===== src/rtl/tspd_pkg.sv =====
package tspd_pkg;

  // default link lengths, q4.12
  localparam int LINK1_LENGTH_DEF = 4096;
  localparam int LINK2_LENGTH_DEF = 4096;

  // configuration port
  localparam int NUM_REGS   = 8;
  localparam int REG_IDX_W  = 3;
  localparam int CFG_ADDR_W = 5;
  localparam int CFG_DATA_W = 32;
  localparam int GAIN_W     = 16;

  typedef enum logic [REG_IDX_W-1:0] {
    REG_STIFF_XX = 3'd0,
    REG_STIFF_XY = 3'd1,
    REG_STIFF_YX = 3'd2,
    REG_STIFF_YY = 3'd3,
    REG_DAMP_XX  = 3'd4,
    REG_DAMP_XY  = 3'd5,
    REG_DAMP_YX  = 3'd6,
    REG_DAMP_YY  = 3'd7
  } reg_idx_t;

  localparam logic [GAIN_W-1:0] REG_RESET [NUM_REGS] = '{
    16'd12800, 16'd0, 16'd0, 16'd12800, 16'd5120, 16'd0, 16'd0, 16'd5120
  };

  // cordic
  localparam int CORDIC_W     = 34;
  localparam int CORDIC_STEPS = 16;
  localparam int STEP_W       = 4;
  localparam logic signed [CORDIC_W-1:0] CORDIC_X0 = 34'sd652032874;

  // datapath widths
  localparam int TRIG_W = 17;
  localparam int PROD_W = 33;
  localparam int PSUM_W = 34;
  localparam int VM_W   = 50;
  localparam int EP_W   = 26;
  localparam int EV_W   = 31;
  localparam int RJ_W   = 25;
  localparam int GP_W   = 47;
  localparam int DP_W   = 50;
  localparam int GSUM_W = 50;
  localparam int ACC_W  = 42;
  localparam int SPLIT_W = 21;
  localparam int HP_W   = 46;
  localparam int LP_W   = 47;
  localparam int DET_W  = 51;
  localparam int NUM_W  = 68;

  // divider
  localparam int QUO_W      = 31;
  localparam int DIVIDEND_W = 84;
  localparam int CMD_W      = 32;
  localparam logic [CMD_W-1:0] CMD_MAX = 32'h7FFF_FFFF;
  localparam logic [CMD_W-1:0] CMD_MIN = 32'h8000_0000;

  localparam int JOB_QUEUE_DEPTH = 2;

  typedef struct packed {
    logic signed [15:0] joint_angle_1;
    logic signed [15:0] joint_angle_2;
    logic signed [15:0] joint_rate_1;
    logic signed [15:0] joint_rate_2;
    logic signed [15:0] target_x;
    logic signed [15:0] target_y;
    logic signed [15:0] target_vel_x;
    logic signed [15:0] target_vel_y;
  } in_item_t;

  typedef struct packed {
    logic signed [31:0] accel_cmd_1;
    logic signed [31:0] accel_cmd_2;
    logic               singular;
  } out_item_t;

  typedef struct packed {
    logic signed [GAIN_W-1:0] kxx;
    logic signed [GAIN_W-1:0] kxy;
    logic signed [GAIN_W-1:0] kyx;
    logic signed [GAIN_W-1:0] kyy;
    logic signed [GAIN_W-1:0] dxx;
    logic signed [GAIN_W-1:0] dxy;
    logic signed [GAIN_W-1:0] dyx;
    logic signed [GAIN_W-1:0] dyy;
  } gains_t;

  // work handed from front to back
  typedef struct packed {
    logic signed [NUM_W-1:0] num1;
    logic signed [NUM_W-1:0] num2;
    logic signed [DET_W-1:0] det;
    logic                    singular;
  } job_t;

  typedef enum logic [3:0] {
    F_IDLE, F_CORDIC, F_TRIG, F_PROD, F_VEL, F_ERR, F_GAIN, F_SUM, F_NUMP, F_NUM, F_PUSH
  } front_state_t;

  typedef enum logic [1:0] {
    B_IDLE, B_CHECK, B_DIV, B_OUT
  } back_state_t;

  // arctangent table, 2^32 per turn
  function automatic logic signed [CORDIC_W-1:0] atan_turn(input logic [STEP_W-1:0] i);
    logic signed [CORDIC_W-1:0] v;
    case (i)
      4'd0:    v = 34'sh20000000;
      4'd1:    v = 34'sh12E4051E;
      4'd2:    v = 34'sh09FB385B;
      4'd3:    v = 34'sh051111D4;
      4'd4:    v = 34'sh028B0D43;
      4'd5:    v = 34'sh0145D7E1;
      4'd6:    v = 34'sh00A2F61E;
      4'd7:    v = 34'sh00517C55;
      4'd8:    v = 34'sh0028BE53;
      4'd9:    v = 34'sh00145F2F;
      4'd10:   v = 34'sh000A2F98;
      4'd11:   v = 34'sh000517CC;
      4'd12:   v = 34'sh00028BE6;
      4'd13:   v = 34'sh000145F3;
      4'd14:   v = 34'sh0000A2F9;
      4'd15:   v = 34'sh0000517C;
      default: v = '0;
    endcase
    return v;
  endfunction

endpackage


===== src/rtl/tspd_back.sv =====
module tspd_back (
  input  logic                clk,
  input  logic                rst_n,
  input  logic                job_valid,
  output logic                job_pop,
  input  tspd_pkg::job_t      job,
  output logic                out_valid,
  input  logic                out_stall,
  output tspd_pkg::out_item_t out_data
);
  import tspd_pkg::*;

  localparam int DEN_W = DET_W;
  localparam int CNT_W = $clog2(QUO_W);

  back_state_t state_r, state_nxt;
  logic [CNT_W-1:0] cnt_r, cnt_nxt;
  logic out_valid_r, out_valid_nxt;
  out_item_t out_r;

  logic [NUM_W-1:0] n1_r, n2_r;
  logic [DEN_W-1:0] d_r;
  logic neg1_r, neg2_r, sing_r, ovf1_r, ovf2_r;
  logic [DIVIDEND_W-1:0] rem1_r, rem2_r, dsh_r;
  logic [QUO_W-1:0] q1_r, q2_r;
  logic load_out;

  // magnitudes and signs of the request
  logic [NUM_W-1:0] abs1, abs2;
  logic [DEN_W-1:0] absd;
  always_comb begin
    abs1 = job.num1[NUM_W-1] ? NUM_W'(-job.num1) : NUM_W'(job.num1);
    abs2 = job.num2[NUM_W-1] ? NUM_W'(-job.num2) : NUM_W'(job.num2);
    absd = job.det[DET_W-1] ? DEN_W'(-job.det) : DEN_W'(job.det);
  end

  // restoring divide step
  logic ge1, ge2;
  assign ge1 = (rem1_r >= dsh_r);
  assign ge2 = (rem2_r >= dsh_r);

  // saturated signed result
  logic [CMD_W-1:0] mag1, mag2, cmd1, cmd2;
  always_comb begin
    mag1 = {1'b0, q1_r};
    mag2 = {1'b0, q2_r};
    if (neg1_r) cmd1 = ovf1_r ? CMD_MIN : -mag1;
    else        cmd1 = ovf1_r ? CMD_MAX : mag1;
    if (neg2_r) cmd2 = ovf2_r ? CMD_MIN : -mag2;
    else        cmd2 = ovf2_r ? CMD_MAX : mag2;
  end

  assign job_pop   = (state_r == B_IDLE) && job_valid;
  assign load_out  = (state_r == B_OUT) && (!out_valid_r || !out_stall);
  assign out_valid = out_valid_r;
  assign out_data  = out_r;

  // sequencer
  always_comb begin
    state_nxt = state_r;
    cnt_nxt = cnt_r;
    out_valid_nxt = out_valid_r && out_stall;
    if (load_out) out_valid_nxt = 1'b1;
    case (state_r)
      B_IDLE: begin
        if (job_valid) state_nxt = B_CHECK;
      end
      B_CHECK: begin
        cnt_nxt = '0;
        state_nxt = sing_r ? B_OUT : B_DIV;
      end
      B_DIV: begin
        cnt_nxt = cnt_r + 1'b1;
        if (cnt_r == CNT_W'(QUO_W - 1)) state_nxt = B_OUT;
      end
      B_OUT: begin
        if (load_out) state_nxt = B_IDLE;
      end
      default: state_nxt = B_IDLE;
    endcase
  end

  always_ff @(posedge clk) begin
    if (!rst_n) begin
      state_r <= B_IDLE;
      cnt_r <= '0;
      out_valid_r <= 1'b0;
    end else begin
      state_r <= state_nxt;
      cnt_r <= cnt_nxt;
      out_valid_r <= out_valid_nxt;
    end
  end

  // divider datapath, both quotients share the shifted divisor
  always_ff @(posedge clk) begin
    case (state_r)
      B_IDLE: begin
        n1_r <= abs1;
        n2_r <= abs2;
        d_r <= absd;
        neg1_r <= job.num1[NUM_W-1] ^ job.det[DET_W-1];
        neg2_r <= job.num2[NUM_W-1] ^ job.det[DET_W-1];
        sing_r <= job.singular;
      end
      B_CHECK: begin
        ovf1_r <= (n1_r >= NUM_W'({d_r, 15'd0}));
        ovf2_r <= (n2_r >= NUM_W'({d_r, 15'd0}));
        rem1_r <= DIVIDEND_W'({n1_r, 16'd0});
        rem2_r <= DIVIDEND_W'({n2_r, 16'd0});
        dsh_r <= DIVIDEND_W'({d_r, 30'd0});
        q1_r <= '0;
        q2_r <= '0;
      end
      B_DIV: begin
        if (ge1) rem1_r <= rem1_r - dsh_r;
        if (ge2) rem2_r <= rem2_r - dsh_r;
        q1_r <= {q1_r[QUO_W-2:0], ge1};
        q2_r <= {q2_r[QUO_W-2:0], ge2};
        dsh_r <= dsh_r >> 1;
      end
      default: begin
      end
    endcase
    if (load_out) begin
      out_r.singular <= sing_r;
      out_r.accel_cmd_1 <= sing_r ? '0 : cmd1;
      out_r.accel_cmd_2 <= sing_r ? '0 : cmd2;
    end
  end

  a_singular_zero: assert property (@(posedge clk) disable iff (!rst_n)
    (out_valid_r && out_r.singular) |-> (out_r.accel_cmd_1 == '0 && out_r.accel_cmd_2 == '0))
    else $error("singular result carries a nonzero command");

  a_pop_idle: assert property (@(posedge clk) disable iff (!rst_n)
    job_pop |=> (state_r == B_CHECK))
    else $error("request taken from queue without starting work");

endmodule


===== config.mk =====
export PLATFORM = sky130hd
export DESIGN_NAME = tspd_back
export DESIGN_NICKNAME = d
export VERILOG_FILES = /design/src/rtl/tspd_pkg.sv /design/src/rtl/tspd_back.sv
export SDC_FILE = /design/constraint.sdc
export NUM_CORES = 2
export LEC_CHECK = 0
export ABC_AREA = 1
export BUFFER_PORTS_ARGS = -buffer_cell sky130_fd_sc_hd__buf_2
export CAP_MARGIN = 0
export CELL_PAD_IN_SITES_DETAIL_PLACEMENT = 0
export CELL_PAD_IN_SITES_GLOBAL_PLACEMENT = 1
export CORE_MARGIN = 5
export CORE_UTILIZATION = 41
export DETAILED_ROUTE_END_ITERATION = 8
export PLACE_DENSITY_LB_ADDON = 0.1
export SYNTH_ARGS = -nofsm -noshare
export SYNTH_HDL_FRONTEND = slang
export SYNTH_SLANG_ARGS = --single-unit
export TNS_END_PERCENT = 30

===== constraint.sdc =====
create_clock -name clk -period 6.1 [get_ports clk]
set_clock_uncertainty 0.05 [all_clocks]
set_input_delay 0.915 -clock clk [delete_from_list [all_inputs] [get_ports clk]]
set_output_delay 0.915 -clock clk [all_outputs]
set_load 0.01 [all_outputs]

==> summary.md <==
| Metric | Value |
|---|---|
| Adder-cell share of the synthesized area | `7.400%` |
| Ys async rst share | `0%` |
| Initial DRC count | `4225` |
| Most frequent cells in the layout | `2291 x nand2_1, 1277 x inv_1, 711 x nor2_1, 568 x edfxtp_1, 365 x nand3_1` |
| Mapped Cells | `6913` |
| Crit. End Element | `flip-flop` |
| YS warnings | `0` |
| Status | `finished clean` |
| Final std cells w/o fill | `~8700` |
| Worst Path Max Fanout | `71` |
| First-pass GRT wire length | `271800 um` |
| Final WS setup | `2.019 ns` |
| Drt pass-1 iters | `8` |
| Gp weighted congestion | `approximately 1.0` |
| Final wirelength | `~190000 um` |
| Main synth FF type | `edfxtp_1` |
| Post-synthesis mux area share | `0%` |
| Synthesized-area fraction occupied by ao, oa, aoi and oai cells | `7.589%` |
| H-tree Lvls | `3` |
| Post-Synth XOR/XNOR Area | `4.267%` |
| ANT cells | `0` |
| Clock buffer depth | `3` |
| Wire per inst | `21.48 um` |
| Clock Latency Late Sink | `0.66 ns` |
| Hold_buf cts | `0` |
| GRT Util Overall | `29.81%` |
| Largest area contributor in the netlist | `edfxtp_1` |
| DRC Markers | `0` |
| Gr ovfl total | `0` |
| Syn_area_per_cell | `approximately 6.8 um^2` |
| Final Net Count | `7633` |
| RSZ-0062 raised after global routing | `no` |
| CTS Sinks | `576` |
| Mapped Nets | `7383` |
| Final max-slew violation count | `0` |
| Post-Syn Area | `47210 um^2` |
| Pin count of the biggest net entering global routing | `155` |
| CP Class | `flip-flop to flip-flop` |
| Fmax | `between 0.2 and 0.25 GHz` |
| Via/cell ratio | `a little over 5` |
| Sequential cell area fraction in the yosys report | `between 30 and 40%` |
| Post-route ant nets | `0` |
| CTS buffer count | `roughly 70` |
| WHS | `0.3956 ns` |
| Share of cells above drive strength 1 | `about 7.1%` |
| Largest family of logic cells by synthesized area | `simple AND/OR/NAND/NOR gates` |
| IO Port Bufs | `258` |
| Hold Crit Class | `input pin to flip-flop` |
| Post-Synth Simple-Gate Area | `33.19%` |
| Core ar. | `114300 um^2` |
| Final Setup Violations | `0` |
| Buffer count from post-CTS setup fixing | `0` |
| Pin slew with the least headroom to its limit | `between 1 and 1.5 ns` |
| Number of flops mapped to enable cells by yosys | `around 570` |
| FF+latch count, synth | `576` |
| Leading cell type in the layout, fill and taps excluded | `nand2_1` |
| Max IR drop VDD | `0.0003667 V` |
| Max_cap viols | `0` |
| Synth unique cells | `57` |
| CP Data Required Time | `6.39 ns` |
| Synth top area share | `36.13%` |
| Worst Setup Start Kind | `flip-flop` |
| Crit path arrival time | `4.37 ns` |
| Die X | `349.3 um` |
| CTS tree | `done` |
| Die area | `122000 um^2` |
| CTS-repair resized insts | `0` |
| Synth area leaders | `edfxtp_1 36%, nand2_1 18%, inv_1 10%` |
| Minimum clock period | `about 4.1 ns` |
| Half-perimeter wire length after placement | `between 150000 and 200000 um` |
| Area grow syn2layout | `11.45%` |
| Worst-path clk slew | `0.06 ns` |
| Worst rel slew slack | `a little under a quarter` |
| Fin Setup TNS | `0 ns` |
| Initial antenna violation count | `6` |
| Pwr dens | `671.6 nW/um^2` |
| Die Y | `349.3 um` |
| IO Pins | `259` |
| Placed Instances | `8602` |
| DP Worst Slack | `2.039 ns` |
| Clk Tree Root Cell | `clkbuf_16` |
| Routed vias | `between 40000 and 50000` |
| Vias in the first global route | `42520` |
| Row cnt | `124` |
| Final Hold Fails | `0` |
| Initial core utilization | `just over 40%` |
| Final period util | `66.90%` |
| Leak | `26.00 nW` |
synthesized netlist by cell type (all sizes together) (4+ instances only):
cell	instances
clkbuf	86
a211oi	4
o31ai	4
nand4	83
and3	9
nand3	384
clkinv	4
a21oi	291
buf	15
xnor2	67
nor2	749
o21a	19
o21ai	287
inv	1283
nor3	155
nand2	2311
and2	12
dfxtp	8
a31oi	8
ha	276
o21bai	29
xor2	163
or2	23
nand3b	10
edfxtp	568
nor4	38
area by class of cell:
class                   count  area (um^2)
clock buffers              77         1842
clock inverters            51        549.3
well taps                1512         1892
inverters                1287         4836
multi-input cells        4949        24810
fillers                 12080        61730
repair buffers            278         1466
flip-flops and latches    576        17220
final timing paths:
path / startpoint / endpoint / slack (ns) / depth (start not counted)
setup / recovery: dsh_r[31] / rem2_r[62] / 2.02 / 13
hold / removal: job[0] / sing_r / 0.40 / 1
setup reg to reg: dsh_r[31] / rem2_r[62] / 2.02 / 13
hold reg to reg: state_r[0] / state_r[0] / 0.47 / 2
metal layers:
| metal | routed length [um] | GRT usage [%] | vias to the layer above | part of all wire [%] |
|---|---|---|---|---|
| met4 | 8703 | 11.80 | 8 | 4.6 |
| met1 | 81220 | 39.70 | 20630 | 43 |
| met2 | 83980 | 48.28 | 1520 | 45 |
| met3 | 13520 | 5.378 | 325 | 7.2 |
| li1 | - | - | 22460 | - |
| met5 | 56 | 0 | - | 0.030 |
stage by stage:
stage	util (%)	total power, mW	cell area, um^2
3_5_place_dp	43.92	30.58	50220
5_1_grt	46.01	37.98	52610
6_report	46.01	35.33	52610
4_1_cts	46.01	35.14	52610
3_3_place_gp	43.92	30.48	50220
2_1_floorplan	-	22.40	47210
critical path: stages, from the launching register on:
cell and delay [ns]:
edfxtp_1 0.32, inv_1 0.10, ha_1 0.38, nand2_1 0.12
nor2_1 0.28, nand2_1 0.15, nor2_1 0.33, nand4_1 0.36
nor2_1 0.18, nor2_1 0.07, nand2_1 0.08, nand2_1 0.11
nand2_4 0.84, buf_4 0.38
power breakdown:
group	switching, mW	internal (mW)	total, mW	leakage [nW]
sequential	1.33	7.16	8.49	5.59
combinational	16.1	6.27	22.4	19.3
clock	1.84	2.59	4.43	1.16
total	19.3	16.0	35.3	26.0
flip-flops by register name, summed over array words and instances, names as in the netlist, 2 cells and up:
signal / cells
rem2_r: 84
d_r: 51
n1_r: 68
out_data: 65
q1_r: 31
n2_r: 68
state_r: 2
q2_r: 31
dsh_r: 81
cnt_r: 5
rem1_r: 84
logic make-up (layout without fill, tap and decap cells):
| family | after synthesis | after routing |
|---|---|---|
| and+or+nand+nor | 3781 | 3781 |
| xor gates and xnor gates | 230 | 230 |
| AOI/OAI and AO/OA | 660 | 660 |
| adders and majority gates | 278 | 278 |
| DFF | 576 | 576 |
| buffers and inverters | 1388 | 1693 |
Note: power is estimated with default switching activity, not from simulation.
