==> config.mk <==
export PLATFORM = sky130hd
export DESIGN_NAME = tspd_fifo
export DESIGN_NICKNAME = d
export VERILOG_FILES = /design/src/rtl/tspd_pkg.sv /design/src/rtl/tspd_fifo.sv
export SDC_FILE = /design/constraint.sdc
export NUM_CORES = 1
export LEC_CHECK = 0
export BUFFER_PORTS_ARGS = -buffer_cell sky130_fd_sc_hd__clkbuf_2
export CAP_MARGIN = 20
export CORE_ASPECT_RATIO = 1.1
export CORE_MARGIN = 4
export CORE_UTILIZATION = 50
export DETAILED_ROUTE_END_ITERATION = 6
export PLACE_DENSITY = 0.81
export SYNTH_ARGS = -nofsm -noshare
export SYNTH_HDL_FRONTEND = slang
export SYNTH_SLANG_ARGS = --single-unit
==> constraint.sdc <==
create_clock -name clk -period 21.8 [get_ports clk]
set_input_delay 2.18 -clock clk [delete_from_list [all_inputs] [get_ports clk]]
set_output_delay 2.18 -clock clk [all_outputs]
set_load 0.02 [all_outputs]
==> src/rtl/tspd_pkg.sv <==
package tspd_pkg;

  // default link lengths, q4.12
  localparam int LINK1_LENGTH_DEF = 4096;
  localparam int LINK2_LENGTH_DEF = 4096;

  // configuration port
  localparam int NUM_REGS   = 8;
  localparam int REG_IDX_W  = 3;
  localparam int CFG_ADDR_W = 5;
  localparam int CFG_DATA_W = 32;
  localparam int GAIN_W     = 16;

  typedef enum logic [REG_IDX_W-1:0] {
    REG_STIFF_XX = 3'd0,
    REG_STIFF_XY = 3'd1,
    REG_STIFF_YX = 3'd2,
    REG_STIFF_YY = 3'd3,
    REG_DAMP_XX  = 3'd4,
    REG_DAMP_XY  = 3'd5,
    REG_DAMP_YX  = 3'd6,
    REG_DAMP_YY  = 3'd7
  } reg_idx_t;

  localparam logic [GAIN_W-1:0] REG_RESET [NUM_REGS] = '{
    16'd12800, 16'd0, 16'd0, 16'd12800, 16'd5120, 16'd0, 16'd0, 16'd5120
  };

  // cordic
  localparam int CORDIC_W     = 34;
  localparam int CORDIC_STEPS = 16;
  localparam int STEP_W       = 4;
  localparam logic signed [CORDIC_W-1:0] CORDIC_X0 = 34'sd652032874;

  // datapath widths
  localparam int TRIG_W = 17;
  localparam int PROD_W = 33;
  localparam int PSUM_W = 34;
  localparam int VM_W   = 50;
  localparam int EP_W   = 26;
  localparam int EV_W   = 31;
  localparam int RJ_W   = 25;
  localparam int GP_W   = 47;
  localparam int DP_W   = 50;
  localparam int GSUM_W = 50;
  localparam int ACC_W  = 42;
  localparam int SPLIT_W = 21;
  localparam int HP_W   = 46;
  localparam int LP_W   = 47;
  localparam int DET_W  = 51;
  localparam int NUM_W  = 68;

  // divider
  localparam int QUO_W      = 31;
  localparam int DIVIDEND_W = 84;
  localparam int CMD_W      = 32;
  localparam logic [CMD_W-1:0] CMD_MAX = 32'h7FFF_FFFF;
  localparam logic [CMD_W-1:0] CMD_MIN = 32'h8000_0000;

  localparam int JOB_QUEUE_DEPTH = 2;

  typedef struct packed {
    logic signed [15:0] joint_angle_1;
    logic signed [15:0] joint_angle_2;
    logic signed [15:0] joint_rate_1;
    logic signed [15:0] joint_rate_2;
    logic signed [15:0] target_x;
    logic signed [15:0] target_y;
    logic signed [15:0] target_vel_x;
    logic signed [15:0] target_vel_y;
  } in_item_t;

  typedef struct packed {
    logic signed [31:0] accel_cmd_1;
    logic signed [31:0] accel_cmd_2;
    logic               singular;
  } out_item_t;

  typedef struct packed {
    logic signed [GAIN_W-1:0] kxx;
    logic signed [GAIN_W-1:0] kxy;
    logic signed [GAIN_W-1:0] kyx;
    logic signed [GAIN_W-1:0] kyy;
    logic signed [GAIN_W-1:0] dxx;
    logic signed [GAIN_W-1:0] dxy;
    logic signed [GAIN_W-1:0] dyx;
    logic signed [GAIN_W-1:0] dyy;
  } gains_t;

  // work handed from front to back
  typedef struct packed {
    logic signed [NUM_W-1:0] num1;
    logic signed [NUM_W-1:0] num2;
    logic signed [DET_W-1:0] det;
    logic                    singular;
  } job_t;

  typedef enum logic [3:0] {
    F_IDLE, F_CORDIC, F_TRIG, F_PROD, F_VEL, F_ERR, F_GAIN, F_SUM, F_NUMP, F_NUM, F_PUSH
  } front_state_t;

  typedef enum logic [1:0] {
    B_IDLE, B_CHECK, B_DIV, B_OUT
  } back_state_t;

  // arctangent table, 2^32 per turn
  function automatic logic signed [CORDIC_W-1:0] atan_turn(input logic [STEP_W-1:0] i);
    logic signed [CORDIC_W-1:0] v;
    case (i)
      4'd0:    v = 34'sh20000000;
      4'd1:    v = 34'sh12E4051E;
      4'd2:    v = 34'sh09FB385B;
      4'd3:    v = 34'sh051111D4;
      4'd4:    v = 34'sh028B0D43;
      4'd5:    v = 34'sh0145D7E1;
      4'd6:    v = 34'sh00A2F61E;
      4'd7:    v = 34'sh00517C55;
      4'd8:    v = 34'sh0028BE53;
      4'd9:    v = 34'sh00145F2F;
      4'd10:   v = 34'sh000A2F98;
      4'd11:   v = 34'sh000517CC;
      4'd12:   v = 34'sh00028BE6;
      4'd13:   v = 34'sh000145F3;
      4'd14:   v = 34'sh0000A2F9;
      4'd15:   v = 34'sh0000517C;
      default: v = '0;
    endcase
    return v;
  endfunction

endpackage

==> src/rtl/tspd_fifo.sv <==
module tspd_fifo (
  input  logic           clk,
  input  logic           rst_n,
  input  logic           push,
  input  tspd_pkg::job_t push_job,
  output logic           full,
  input  logic           pop,
  output tspd_pkg::job_t pop_job,
  output logic           not_empty
);
  import tspd_pkg::*;

  localparam int PTR_W = (JOB_QUEUE_DEPTH > 1) ? $clog2(JOB_QUEUE_DEPTH) : 1;
  localparam int CNT_W = $clog2(JOB_QUEUE_DEPTH + 1);

  job_t mem_r [JOB_QUEUE_DEPTH];
  logic [PTR_W-1:0] wr_ptr_r, wr_ptr_nxt, rd_ptr_r, rd_ptr_nxt;
  logic [CNT_W-1:0] count_r, count_nxt;
  logic do_push, do_pop;

  assign full      = (count_r == CNT_W'(JOB_QUEUE_DEPTH));
  assign not_empty = (count_r != '0);
  assign do_push   = push && !full;
  assign do_pop    = pop && not_empty;
  assign pop_job   = mem_r[rd_ptr_r];

  // pointer and fill count update
  always_comb begin
    wr_ptr_nxt = wr_ptr_r;
    rd_ptr_nxt = rd_ptr_r;
    count_nxt = count_r;
    if (do_push) begin
      wr_ptr_nxt = (wr_ptr_r == PTR_W'(JOB_QUEUE_DEPTH - 1)) ? '0 : wr_ptr_r + 1'b1;
    end
    if (do_pop) begin
      rd_ptr_nxt = (rd_ptr_r == PTR_W'(JOB_QUEUE_DEPTH - 1)) ? '0 : rd_ptr_r + 1'b1;
    end
    if (do_push && !do_pop) begin
      count_nxt = count_r + 1'b1;
    end else if (do_pop && !do_push) begin
      count_nxt = count_r - 1'b1;
    end
  end

  always_ff @(posedge clk) begin
    if (!rst_n) begin
      wr_ptr_r <= '0;
      rd_ptr_r <= '0;
      count_r <= '0;
    end else begin
      wr_ptr_r <= wr_ptr_nxt;
      rd_ptr_r <= rd_ptr_nxt;
      count_r <= count_nxt;
    end
  end

  always_ff @(posedge clk) begin
    if (do_push) mem_r[wr_ptr_r] <= push_job;
  end

  a_count_bound: assert property (@(posedge clk) disable iff (!rst_n)
    count_r <= CNT_W'(JOB_QUEUE_DEPTH))
    else $error("job queue count beyond depth");

  a_no_overrun: assert property (@(posedge clk) disable iff (!rst_n)
    (full && push && !pop) |=> full && (count_r == $past(count_r)))
    else $error("job queue took a request while full");

endmodule

==> results of run 1 <==
-- power groups by stage --
stage	clock network (mW)	registers, mW	logic [mW]
2_1_floorplan	0	0.976	0.461
3_3_place_gp	0	0.968	0.616
3_5_place_dp	0	0.974	0.624
4_1_cts	0.615	0.960	0.626
5_1_grt	0.651	0.967	0.653
6_report	0.600	0.959	0.620
-- final cells by class --
| type | instances | area [um2] | share of cell area |
|---|---|---|---|
| diodes | 3 | 7.51 | 0.000425 |
| clock buffers | 46 | 1000 | 0.0568 |
| clock inverters | 21 | 144 | 0.00815 |
| inverters | 2 | 7.51 | 0.000425 |
| multi-input cells | 206 | 2680 | 0.152 |
| flip-flops and latches | 381 | 11400 | 0.645 |
| well taps | 363 | 454 | 0.0257 |
| repair buffers | 385 | 1960 | 0.111 |
-- final timing paths --
| check | depth (start not counted) | from | endpoint | slack, ns |
|---|---|---|---|---|
| max | 3 | register | pop_job[33] | 16.73 |
| min | 2 | count_r[1] | count_r[1] | 0.53 |
| max reg2reg | 3 | count_r[0] | mem_r[1][108] | 19.23 |
| min reg2reg | 2 | count_r[1] | count_r[1] | 0.53 |
-- layer usage --
layer,track usage,vias to the layer above,routed length (um)
li1,-,3253,-
met1,0.201,3470,10100
met2,0.305,368,14600
met3,0.0570,67,2870
met4,0.0754,4,1020
met5,0,-,26
-- flip-flops by register name, indices dropped and copies added (netlist names), named ones only --
name      count
rd_ptr_r      1
wr_ptr_r      1
count_r       2
mem_r       376
-- stage by stage --
stage	power, mW	area [um2]	setup WS [ns]	util	std cells
3_3_place_gp	1.58	16500	17.39	0.590	1337
6_report	2.18	17700	16.73	0.632	1407
5_1_grt	2.27	17600	16.66	0.631	1405
4_1_cts	2.20	17600	16.81	0.631	1404
2_1_floorplan	1.44	14300	11.63	-	610
3_5_place_dp	1.60	16500	17.37	0.590	1337
-- worst reg2reg max path, cell delays in order (launching register included) --
cell	delay (ns)
dfxtp_1	0.41
nand2b_1	0.17
and3_4	0.61
buf_4	0.94
-- logic make-up after synthesis --
| family | after synthesis | synth area share |
|---|---|---|
| AND/OR/NAND/NOR | 9 | 0.00404 |
| XOR/XNOR | 3 | 0.00184 |
| buffers and inverters | 23 | 0.0145 |
| adder cells (fa/ha/maj) | 1 | 0.000877 |
| multiplexers | 188 | 0.178 |
| AO/OA/AOI/OAI | 5 | 0.00228 |
| flip-flops | 381 | 0.798 |
-- layout by cell type (no fill, tap or decap) --
cell type	count
a21boi_0	1
a21boi_1	1
and2_1	3
and3_4	1
buf_12	2
buf_4	2
bufinv_16	2
clkbuf_1	7
clkbuf_16	39
clkbuf_2	381
clkinv_1	12
clkinv_2	6
dfxtp_1	4
dfxtp_4	1
diode_2	3
edfxtp_1	376
ha_1	1
inv_1	2
inv_6	1
mux2_2	75
mux2_4	113
nand2b_1	1
nor2_1	1
nor3_4	1
o21a_1	1
o21ai_0	1
o21ai_1	1
or2_2	1
or3_1	1
xnor2_1	2
xor2_1	1
==> impl_metrics.ini, run 1 <==
[sta]
tns_ns = 0
finalClockSkew_ns = 0.0242
min_period_over_period = 0.232
period_needed_ns = 5.07
holdWs_ns = 0.533
tightest_slew_ns = 1.33
report.final.slew_viol_count = 0
setup-violations-final = 0
slew_headroom = 0.112
rsz0062_at_grt = false
finalHoldViolCount = 0
clock.fmax_mhz = 197

[cells_and_area]
n_fill_cell = 1905
nets = 1207
area_delta_synth_final_pct = 23.7
drive_above_1_share = 0.600

[worst_setup_path]
cp-end-kind = output port
path_class = register to output port
critPathTopFamily = buffers and inverters
cp_slowest_cell = dfxtp_4
crit_path_cell_trace = buf_12 -> mux2_2 -> clkbuf_2
cp_data_arrival_time_ns = 2.89
crit_buf_inv = 2
critPathMaxStageDelay_ns = 0.72
cp_data_required_time_ns = 19.62
path_max_fanout = 146
cp-start-kind = register

[grt]
grt_pass1_wl_um = 41700
grt_pass1_vias = 7669
grt_overflow = 0
grt_max_degree = 190
gr-usage-all-layers = 0.176
antenna_found_initial = 3

[placed_design]
place_hpwl_um = 19300
gp_congestion = 0.814
portBuffers = 381

[die]
start_util = 0.511
die_area_um2 = 31300
die_h_um = 185
chipWidth_um = 169
ios = 382
num_rows = 64
coreArea_um2 = 27900

[yosys]
post-synth-top-area-cell = edfxtp_1
ys_types = 22
yosysMostFrequentCell = edfxtp_1
syn_area_per_cell_um2 = 23.4
synth_commonest_cells = edfxtp_1, mux2_4, mux2_2
synth-seq-cells = 381
yosysSeqAreaShare = 0.798
netlist_instances = 610
synth_warnings = 0
yosysTopAreaCellShare = 0.791
synth-main-ff-cell = edfxtp_1
synthTopCellsByArea = edfxtp_1, mux2_4, mux2_2
synth_edf_count = 376
syn_area_um2 = 14300
synth_fp_nets = 803
ys_async_sr_fraction = 0

[pwr]
cellLeakagePower_nw = 6.87
p_int_mw = 1.54
switching_power_uw = 642
powerDensity_nw_per_um2 = 123
p_clk_frac = 0.275
comb_power_share = 0.285
swShare = 0.295
ir_drop_v = 0.000109
sequentialPowerShare = 0.440

[clocking]
clock_sinks = 381
numCtsBuffers = 38
cts-root-buf = clkbuf_16
htreeDepth = 2
cts_setup_buffers = 0
cts_max_path_buffers = 3
clkLatencyLatePin_ns = 0.51
post_cts_resized = 0
cts_hold_buf = 0
clk_pin_slew_ns = 0.06
cts_tree = yes

[routing]
detail-route-antenna-nets = 0
initialDrtViolationCount = 570
vias_per_cell = 5.09
drt_pass1_iterations = 5
drc = 0
drt-total-wl_um = 28600
post_drt_wl_per_cell_um = 20.3
vias = 7162

[min_path]
holdCritPathClass = register to register

[status]
status = finished, final reports clean

[job]
cap_violations = 0
Note: power is estimated with default switching activity, not from simulation.
==> inputs of run 2 (changes only) <==
CORE_UTILIZATION = 47   (was 50)
PLACE_DENSITY = 0.8   (was 0.81)
clock period = 4.47 ns   (was 21.8 ns; I/O delays follow)
==> run 2 against run 1 <==
  * Flip-flop and latch count stayed put
  * Via count decreased by 0.32%
  * Utilization shrank 3.2 points
  * Clock skew decreased by 0.0082 ns
  * Final cell count up 1.1%
  * Largest power group unchanged
  * Clock power rose to 5.2 times the previous value
  * Clock-buffer cell count is 1 lower
  * Hold slack worse by 0.41 ns
  * Sequential share of layout area fell by 0.66 points
  * Cell area increased by 1.0%
  * Non-clock buffer count rose by 3
==> impl_metrics.ini, run 2 (synthesized netlist as in run 1, its figures left out) <==
[sta]
tns_ns = 0
fin_ws_ns = 1.67
min_period_over_period = 0.626
rsz0062_at_grt = false
tightest_slew_ns = 0.668
report.final.slew_viol_count = 0
setup-violations-final = 0
slew_headroom = 0.555
finalHoldViolCount = 0
period_needed_ns = 2.80
clock.fmax_mhz = 357
finalClockSkew_ns = 0.0160

[clocking]
htreeDepth = 2
cts-root-buf = clkbuf_16
clk_pin_slew_ns = 0.06
cts_setup_buffers = 0
clkLatencyLatePin_ns = 0.51
numCtsBuffers = 38
clock_sinks = 381
post_cts_resized = 0
cts_max_path_buffers = 3
cts_hold_buf = 0
cts_tree = yes

[worst_setup_path]
cp_data_required_time_ns = 4.02
cp_data_arrival_time_ns = 2.35
r2r_setup_slack_ns = 2.55
r2r_start = count_r[0]
timing.rr.end = mem_r[0][79]
cp-end-kind = output port
worstSetupEndpoint = pop_job[151]
reg2regPathDepth = 4
path_class = register to output port
path_max_fanout = 79
cp-start-kind = register

[grt]
met3_usage = 0.0587
gr-usage-all-layers = 0.167
grt_overflow = 0
grt_pass1_vias = 7667
grt_max_degree = 110
grt_util_met2 = 0.301
antenna_found_initial = 1
grt_busiest_layer = met2
grt_pass1_wl_um = 43000
use_met1 = 0.183

[cells_and_area]
final_util = 0.600
top_regs = mem_r: 376 flops, count_r: 2 flops
largest_reg_flops = 376
largest-register = mem_r
layout_commonest_cell = clkbuf_2
drive_above_1_share = 0.611
n_fill_cell = 2153
area_delta_synth_final_pct = 25.0
nets = 1210
finalInstanceArea_um2 = 17800
layout_common_cells = clkbuf_2, edfxtp_1, mux2_4

[die]
chipWidth_um = 174
die_area_um2 = 33200
num_rows = 66
coreArea_um2 = 29700
ios = 382
die_h_um = 191
start_util = 0.480

[routing]
drt-total-wl_um = 28400
vias = 7139
detail-route-antenna-nets = 0
post_drt_wl_per_cell_um = 20.0
initialDrtViolationCount = 427
vias_per_cell = 5.02
drc = 0
drt_pass1_iterations = 4

[job]
cap_violations = 0

[placed_design]
pre_cts_ws_ns = 2.22
portBuffers = 381
dpl_cell_area_um2 = 16600
gp_congestion = 0.745
place_hpwl_um = 19600

[pwr]
cellLeakagePower_nw = 6.95
ir_drop_v = 0.000456
finalPower_mw = 10.8
powerDensity_nw_per_um2 = 605

[min_path]
hold_path_depth = 1
holdCritPathClass = input pin to register

[status]
status = finished, final reports clean
==> run 2: area by class of cell <==
type / instances / area, um2 / area share
Clock buffer: 45 / 1040 / 0.0584
Sequential cell: 381 / 11400 / 0.639
Inverter: 2 / 10.0 / 0.000561
Antenna cell: 1 / 2.50 / 0.000140
Timing Repair Buffer: 388 / 2030 / 0.114
Clock inverter: 25 / 198 / 0.0111
Tap cell: 374 / 468 / 0.0262
Multi-Input combinational cell: 206 / 2690 / 0.151
==> run 2: stage by stage <==
step	instances	hold WS, ns
CTS	1421	0.0947
floorplan	610	0.512
finish	1422	0.123
global route	1422	0.0981
detailed placement	1351	0.550
global placement	1351	0.531
==> run 2: worst min path at each step <==
stage                              from             to  slack (ns)
after detailed placement     count_r[1]     count_r[1]        0.55
after CTS                   push_job[4]    mem_r[0][4]        0.09
final                     push_job[184]  mem_r[0][184]        0.12
after global placement       count_r[1]     count_r[1]        0.53
after global routing      push_job[155]  mem_r[1][155]         0.1
after floorplan              count_r[1]     count_r[1]        0.51
==> run 2: critical path, stage by stage, from the launching register on <==
cell	delay, ns
dfxtp_4	0.70
buf_12	0.42
mux2_2	0.42
clkbuf_2	0.16
==> run 2: per-layer routing <==
layer | wire length, um | vias to the layer above
met1 | 9940 | 3503
met5 | 0 | -
met2 | 15100 | 316
met4 | 847 | 0
met3 | 2510 | 54
li1 | - | 3266
==> run 2: power by group <==
group	total, mW	switching (mW)	internal, mW
Clock	3.09	1.25	1.84
Combinational	3.05	1.77	1.29
Sequential	4.65	0.164	4.49
Total	10.8	3.18	7.62
